$ cat config.mk
export PLATFORM = sky130hd
export DESIGN_NAME = lrp3_div
export DESIGN_NICKNAME = d
export VERILOG_FILES = /design/src/line_rotate_project_3d_unit_defines.svh /design/src/lrp3_pkg.sv /design/src/lrp3_div.sv
export SDC_FILE = /design/constraint.sdc
export NUM_CORES = 1
export LEC_CHECK = 0
export BUFFER_PORTS_ARGS = -buffer_cell sky130_fd_sc_hd__buf_4
export CORE_UTILIZATION = 40
export CTS_CLUSTER_DIAMETER = 150
export DETAILED_ROUTE_END_ITERATION = 8
export SLEW_MARGIN = 40
export SYNTH_ARGS = -nofsm -noshare
export SYNTH_HDL_FRONTEND = slang
export SYNTH_SLANG_ARGS = --single-unit
$ cat constraint.sdc
create_clock -name clk -period 8.6 [get_ports clk]
set_clock_uncertainty 0.1 [all_clocks]
set_input_delay 1.72 -clock clk [delete_from_list [all_inputs] [get_ports clk]]
set_output_delay 1.72 -clock clk [all_outputs]
set_load 0.02 [all_outputs]
$ cat src/line_rotate_project_3d_unit_defines.svh
// Assertion macros shared by the line rotate and project block.
// Uses no package; the including module must provide clk and arst_n.
`ifndef LINE_ROTATE_PROJECT_3D_UNIT_DEFINES_SVH
`define LINE_ROTATE_PROJECT_3D_UNIT_DEFINES_SVH

// Consequent must hold in the same cycle as the antecedent.
`define LRP3_ASSERT_NOW(label, ante, cons, msg) \
	label: assert property (@(posedge clk) disable iff (!arst_n) (ante) |-> (cons)) else $error(msg);

// Consequent must hold in the cycle after the antecedent.
`define LRP3_ASSERT_NEXT(label, ante, cons, msg) \
	label: assert property (@(posedge clk) disable iff (!arst_n) (ante) |=> (cons)) else $error(msg);

`endif

$ cat src/lrp3_pkg.sv
// Shared types, widths, the sine table and arithmetic helpers of the
// line rotate and project block. Depends on nothing.
package lrp3_pkg;

	localparam int COORD_W    = 12;
	localparam int ANGLE_W    = 9;
	localparam int FRAC_BITS  = 14;
	localparam int TRIG_W     = FRAC_BITS + 2;
	localparam int PROD_W     = COORD_W + TRIG_W;
	localparam int DOT_W      = PROD_W + 2;
	localparam int RV_W       = 14;
	localparam int PROJ_SHIFT = 8;
	localparam int NUM_W      = RV_W - 1 + PROJ_SHIFT;
	localparam int DEN_W      = 14;
	localparam int DEPTH_W    = 15;
	localparam int DIV_BITS   = 3;
	localparam int DIV_STAGES = NUM_W / DIV_BITS;
	localparam int SCR_W      = 16;
	localparam int XOFF_W     = 10;
	localparam int YOFF_W     = 10;
	localparam int DOFF_W     = 12;
	localparam int CFG_IDX_W  = 2;
	localparam int CFG_DATA_W = 12;
	localparam int RES_W      = NUM_W + 2;
	localparam int NEAR_LIMIT = -5;

	localparam logic [CFG_IDX_W-1:0] REG_SCREEN_X = 2'd0;
	localparam logic [CFG_IDX_W-1:0] REG_SCREEN_Y = 2'd1;
	localparam logic [CFG_IDX_W-1:0] REG_DEPTH    = 2'd2;

	typedef logic signed [TRIG_W-1:0]  trig_t;
	typedef logic signed [COORD_W-1:0] coord_t;
	typedef logic signed [PROD_W-1:0]  prod_t;
	typedef logic signed [RV_W-1:0]    rv_t;

	typedef struct packed {
		logic [DEN_W-1:0] rem;
		logic [NUM_W-1:0] work;
	} div_state_t;

	localparam logic [14:0] SIN_TAB [0:90] = '{
		15'd0, 15'd286, 15'd572, 15'd857, 15'd1143, 15'd1428, 15'd1713, 15'd1997,
		15'd2280, 15'd2563, 15'd2845, 15'd3126, 15'd3406, 15'd3686, 15'd3964,
		15'd4240, 15'd4516, 15'd4790, 15'd5063, 15'd5334, 15'd5604, 15'd5872,
		15'd6138, 15'd6402, 15'd6664, 15'd6924, 15'd7182, 15'd7438, 15'd7692,
		15'd7943, 15'd8192, 15'd8438, 15'd8682, 15'd8923, 15'd9162, 15'd9397,
		15'd9630, 15'd9860, 15'd10087, 15'd10311, 15'd10531, 15'd10749, 15'd10963,
		15'd11174, 15'd11381, 15'd11585, 15'd11786, 15'd11982, 15'd12176, 15'd12365,
		15'd12551, 15'd12733, 15'd12911, 15'd13085, 15'd13255, 15'd13421, 15'd13583,
		15'd13741, 15'd13894, 15'd14044, 15'd14189, 15'd14330, 15'd14466, 15'd14598,
		15'd14726, 15'd14849, 15'd14968, 15'd15082, 15'd15191, 15'd15296, 15'd15396,
		15'd15491, 15'd15582, 15'd15668, 15'd15749, 15'd15826, 15'd15897, 15'd15964,
		15'd16026, 15'd16083, 15'd16135, 15'd16182, 15'd16224, 15'd16262, 15'd16294,
		15'd16322, 15'd16344, 15'd16362, 15'd16374, 15'd16382, 15'd16384
	};

	// Reduces a raw 9-bit angle to 0..359.
	function automatic logic [ANGLE_W-1:0] wrap_angle(input logic [ANGLE_W-1:0] a);
		return (a >= 9'd360) ? a - 9'd360 : a;
	endfunction

	// Sine of a whole-degree angle in 0..359, with FRAC_BITS fraction bits.
	function automatic trig_t sin_deg(input logic [ANGLE_W-1:0] a);
		logic [6:0]   idx;
		logic         neg;
		trig_t        mag;
		if (a <= 9'd90) begin
			idx = a[6:0];
			neg = 1'b0;
		end else if (a <= 9'd180) begin
			idx = 7'(9'd180 - a);
			neg = 1'b0;
		end else if (a <= 9'd270) begin
			idx = 7'(a - 9'd180);
			neg = 1'b1;
		end else begin
			idx = 7'(9'd360 - a);
			neg = 1'b1;
		end
		mag = trig_t'({1'b0, SIN_TAB[idx]});
		return neg ? -mag : mag;
	endfunction

	function automatic trig_t cos_deg(input logic [ANGLE_W-1:0] a);
		logic [ANGLE_W:0] b;
		b = {1'b0, a} + 10'd90;
		if (b >= 10'd360) begin
			b = b - 10'd360;
		end
		return sin_deg(b[ANGLE_W-1:0]);
	endfunction

	// Product of two trig values, truncated toward zero to FRAC_BITS fraction bits.
	function automatic trig_t trig_mul(input trig_t a, input trig_t b);
		logic signed [2*TRIG_W-1:0] p;
		p = a * b;
		if (p < 0) begin
			p = p + ((2*TRIG_W)'(1) <<< FRAC_BITS) - (2*TRIG_W)'(1);
		end
		return trig_t'(p >>> FRAC_BITS);
	endfunction

endpackage

$ cat src/lrp3_div.sv
// Pipelined unsigned restoring divider, a few quotient bits per stage.
// Depends on lrp3_pkg.
module lrp3_div (
	input  logic                       clk,
	input  logic                       en,
	input  logic [lrp3_pkg::NUM_W-1:0] num,
	input  logic [lrp3_pkg::DEN_W-1:0] den,
	output logic [lrp3_pkg::NUM_W-1:0] quo
);
	import lrp3_pkg::*;

	div_state_t       st_q  [0:DIV_STAGES];
	logic [DEN_W-1:0] den_q [0:DIV_STAGES];

	always_comb begin
		st_q[0]  = '{rem: '0, work: num};
		den_q[0] = den;
	end

	for (genvar k = 0; k < DIV_STAGES; k++) begin : g_stage
		div_state_t     nxt;
		logic [DEN_W:0] r;

		always_comb begin
			nxt = st_q[k];
			r   = '0;
			for (int b = 0; b < DIV_BITS; b++) begin
				r = {nxt.rem, nxt.work[NUM_W-1]};
				nxt.work = nxt.work << 1;
				if (r >= {1'b0, den_q[k]}) begin
					r = r - {1'b0, den_q[k]};
					nxt.work[0] = 1'b1;
				end
				nxt.rem = r[DEN_W-1:0];
			end
		end

		always_ff @(posedge clk) begin
			if (en) begin
				st_q[k+1]  <= nxt;
				den_q[k+1] <= den_q[k];
			end
		end
	end

	assign quo = st_q[DIV_STAGES].work;

endmodule

== Word-level counts from Yosys, hierarchy flattened ==
Cells that the tools add are included.

* Flip-flop bits (word level): 315
* Latch bits: 0
* RAM bits: 0
* Bits in read-only memories: 0
* Output and inout port bits: 21
* Logic and storage cells: 101
* Memories kept: 0

* $add $sub $neg: 20
* $mul: 0
* Divide/modulo/power cells: 0
* Magnitude comparators: 21
* Equality and inequality tests: 0
* Shift-type cells: 0
* Muxes and demuxes: 41
* Bitwise logic cells: 0
* Reductions and logical operators: 0

{| class="wikitable"
|+ Operators by type and width
! operator !! number
|-
| greater-or-equal comparator 15 x 14 -> 1 bit || 20
|-
| two-way mux 14 bit || 20
|-
| subtractor 14 bit || 19
|-
| two-way mux 1 bit || 21
|-
| greater-or-equal comparator 1 x 14 -> 1 bit || 1
|-
| subtractor 1 x 14 -> 14 bit || 1
|}

== Longest topological paths before layout ==
* Depth after elaboration: 6
* Gate-level depth with buffers: 38
* Depth with buffers taken out: 33

== Worst setup path before layout ==
Ideal clock, no wire load.

* Path type: input -> register
* Start: input port num[20] (netlist name)
* End: register st_q[236] (netlist name), data pin
* Arrival: 7477 ps
* Data required time: 8240 ps
* Path slack: 763 ps
* Stages: 30
* Buffers on the path: 3
* Cells stage by stage: inv_1 > ha_1 > inv_1 > ha_1 > a21oi_1 > nand4b_1 > clkbuf_1 > a21oi_1 > inv_1 > ha_1 > a21o_1 > a221o_1 > a31oi_1 > nand3_1 > a21oi_2 > clkbuf_1 > nand2_1 > o21ai_0 > ha_1 > nor2b_1 > o21a_1 > o21ai_0 > a21oi_1 > a41oi_1 > a21oi_1 > a31o_2 > and2_1 > nor2_2 > buf_2 > mux2_2

{| class="wikitable"
|+ RTL lines
! item !! line !! source
|-
| start: declaration || lrp3_div.sv:6 || <nowiki>input logic [lrp3_pkg::NUM_W-1:0] num,</nowiki>
|-
| end signal: indexed assignment || lrp3_div.sv:40 || <nowiki>st_q[k+1] <= nxt;</nowiki>
|-
| end: declaration || lrp3_div.sv:12 || <nowiki>div_state_t st_q [0:DIV_STAGES];</nowiki>
|}

==> results by stage <==
Run status:
- The flow ran to the end, and the final reports show no timing, DRC or antenna violations.

Placed design:
- Input and output buffers added on the ports amount to 57.
- The wire-length estimate of the detail-placed layout is 48500 um.
- At the end of routability-driven placement, the weighted congestion stood at 0.926.
- OpenSTA, run right after detailed placement, puts the worst setup slack at 0.147 ns.

Clock tree:
- The hold buffer count at CTS is 0.
- The number of clock buffers inserted by TritonCTS is 40.
- The later pin in the worst-skew pair is clocked with a latency of 0.58 ns.
- The number of H-tree levels is 2.
- The cell sitting at the root of the clock tree is a clkbuf_16.
- The clock sink count is 315.
- TritonCTS built the clock tree.
- The CTS clock-pin slew for the worst setup and hold paths is 0.06 ns.
- The clock passes through at most 3 buffers.

STA:
- The worst max-slew margin expressed relative to the limit is 52.7%.
- The final setup slack of the worst path is 0.525 ns.
- Setup repair after global routing left no endpoint under its margin.
- The hold violation count in the final report is 0.
- The count of final setup violators is 0.
- The sum of negative setup slack is 0 ns.
- The worst path uses 93.9% of the clock period.
- The slew at the pin closest to its max-slew limit is 0.709 ns.
- The final number of max-transition violations is 0.
- The minimum period implied by the final worst setup slack is 8.07 ns.
- The achievable frequency is 124 MHz.

Layout:
- The share of layout cells above drive strength 1 is 12.3%.
- The multi-input combinational cells in the finished layout cover a total of 0.0143 mm^2.
- The filler cells instantiated in the layout total 5720.
- From synthesis to final layout, the design area changed by 11.3%.
- The storage element area is 0.00946 mm^2.
- The final antenna diode count is 0.
- The number of nets in the final layout is 2827.

Setup path:
- In this run the critical register-to-register path is launched from den_q[85].
- The depth of the most critical reg-to-reg path is 32.
- The largest stage delay on the critical path is 0.51 ns.
- The critical path contains buffers and inverters numbering 4 combined.
- The maximum fanout count along the critical path is 14.
- The worst setup path is launched from a flip-flop.
- The type of the setup path with the least slack is reg -> reg.
- The largest individual stage delay along the critical path comes from the cell edfxtp_1.
- The worst flop-to-flop path endpoint is st_q[209].
- For the worst setup path, the data required time is 8.80 ns.
- Setup slack on the worst reg-to-reg path comes out at 0.53 ns.
- The data arrival time at the worst-slack endpoint is 8.28 ns.
- The critical path starts at den_q[85].
- The dominant delay contributor by cell family on the critical path is compound AO/OA/AOI/OAI gates.
- STA classifies the critical path endpoint as a flip-flop.

GRT:
- Global routing consumed, over all layers together, 19.4% of the routing resources.
- The via count of the first global-routing pass is 17900.
- After global routing the overflow that remains totals 0.
- The pin count of the biggest net entering global routing is 162.
- The initial antenna violation count is 0.
- The first global-routing pass estimated 97000 um of wire.

Routing:
- The number of routed nets with antenna violations is 0.
- After detailed routing, the number of remaining DRC violations is 0.
- The number of search-and-repair iterations in the first detailed-routing pass is 5.
- Across all layers, the routed design uses 18300 vias.
- In the final routed layout, each cell accounts on average for 18.8 um.
- After detailed routing, the total wire length is 61900 um.
- The detailed router finished its first iteration with 1105 violations.
- After detailed routing, the number of vias per cell comes to 5.55.

Logic synthesis:
- The post-synthesis net count is 2749.
- The cell taking the most area after synthesis is edfxtp_1.
- The most repeated cell in the gate-level netlist after synthesis is edfxtp_1.
- Yosys mapped a number of flops with a built-in enable equal to 315.
- The fraction of synthesized cell area taken by the top area cell type is 38.1%.
- The most used flip-flop cell after synthesis is edfxtp_1.
- Counting instances in the post-synthesis netlist gives the leading cell types as 315 x edfxtp_1, 282 x ha_1, 208 x inv_1.
- The sequential fraction of the synthesis area is 38.1%.
- During synthesis, Yosys emitted a total of 0 warnings.
- The share of flip-flops with an asynchronous set or reset after synthesis is 0%.
- The per-instance average area after synthesis is 10.3 um^2.
- The number of synthesized register bits is 315.
- In this run, distinct cell masters in the synthesized netlist total 80.
- Yosys attributes the largest share of cell area to edfxtp_1 38%, ha_1 14%, mux2_2 5.5%, xnor2_1 4.7%, a21oi_1 4.0%.
- The cell area after synthesis is 0.0248 mm^2.
- The post-synthesis cell count is 2411.

Job:
- Max-cap violations in this run came to 0.

Hold path:
- Along the worst hold path, the cell count comes to 0.
- The worst hold path terminates at g_stage[3].nxt[16].
- In this run the worst hold path is classified as reg -> reg.
- The beginning of the worst hold path is g_stage[2].nxt[13].

Floorplanning:
- From left edge to right edge, the die measures 251 um.
- The area of the core is 0.0608 mm^2.
- During I/O placement, the number of pins put on the boundary was 58.
- For this configuration, the core starts out at a cell density of 40.8%.
- The number of rows in the core area is 90.
- The height of the chip is 251 um.
- The floorplan step defined a die boundary enclosing 0.0630 mm^2.
[worst register-to-register path, delay by kind of cell (launching register included)]
family / cells / cell delay (ns)
AOI/OAI and AO/OA: 17 / 3.53
adders and majority gates: 3 / 1.08
buffers and inverters: 4 / 0.88
DFF: 1 / 0.51
muxes: 3 / 1.06
and+or+nand+nor: 5 / 0.66
[flip-flops by register name, summed over array words and instances, names as in the netlist]
register / cells
den_q: 84
g_stage.nxt: 108
quo: 21
st_q: 102
[cell usage in the layout (no fill, tap or decap), drive strengths merged, types with 8 or more instances in the layout]
master,netlist,layout
a211oi,16,16
a21boi,8,8
a21o,86,86
a21oi,202,202
a31oi,16,16
a41oi,10,10
and3,21,21
buf,38,89
clkbuf,15,45
clkinv,0,12
edfxtp,315,315
fa,19,19
ha,282,282
inv,210,214
mux2,130,130
mux2i,38,38
nand2,94,94
nand2b,37,37
nand3,38,38
nand4,34,34
nor2,148,148
nor2b,50,50
nor3,39,39
nor4,16,16
o211ai,8,8
o21a,40,40
o21ai,137,137
o21bai,17,17
o31a,9,9
o31ai,11,11
or2,12,12
or3,11,11
xnor2,133,133
xor2,67,67
[routing by layer]
layer | up-vias | share of wire, % | GRT usage (%)
met5 | - | 0 | 0
met4 | 0 | 2.8 | 6.71
met2 | 350 | 49 | 33.4
li1 | 9101 | - | -
met1 | 8763 | 45 | 25.2
met3 | 94 | 3.2 | 2.04
[kinds of logic after synthesis]
logic type | after synthesis | share of synthesized area, %
XOR/XNOR | 200 | 7.06
AO/OA/AOI/OAI | 629 | 16.3
AND/OR/NAND/NOR | 535 | 10.9
buffers and inverters | 263 | 4.41
multiplexers | 168 | 7.45
adder cells (fa/ha/maj) | 301 | 15.8
flip-flops | 315 | 38.1
[area by class of cell]
| type | instances | area share, % |
|---|---|---|
| clock buffer | 45 | 3.77 |
| timing repair buffer | 89 | 2.58 |
| clock inverter | 27 | 1.22 |
| tap | 782 | 3.54 |
| multi-input combinational | 1833 | 51.8 |
| inverter | 210 | 2.86 |
| sequential | 315 | 34.3 |
[repair_timing]
item | in CTS | in global routing
setup endpoints to repair | 0 | 55
buffers inserted | 0 | 6
gates resized for setup | 0 | 10
[how the worst max path moves through the flow]
stage                           end  slack, ns  depth (start not counted)
after floorplan           st_q[236]       0.76                         30
after global placement    st_q[209]       0.32                         31
after detailed placement  st_q[209]       0.15                         32
after CTS                 st_q[209]       0.10                         32
after global routing      st_q[209]       0.02                         32
final                     st_q[209]       0.53                         32
[metrics by stage]
step | util, % | hold WS, ns | instances | instance area (um^2)
after floorplan | - | 0.300 | 2411 | 24800
after detailed placement | 43.0 | 0.305 | 3222 | 26100
after CTS | 45.2 | 0.296 | 3294 | 27500
final | 45.4 | 0.303 | 3301 | 27600
after global placement | 42.9 | 0.302 | 3222 | 26100
after global routing | 45.4 | 0.317 | 3301 | 27600
Power is left out: the tool's default activity adds up to more than one toggle a clock period on the data nets, which glitch-free logic cannot reach.
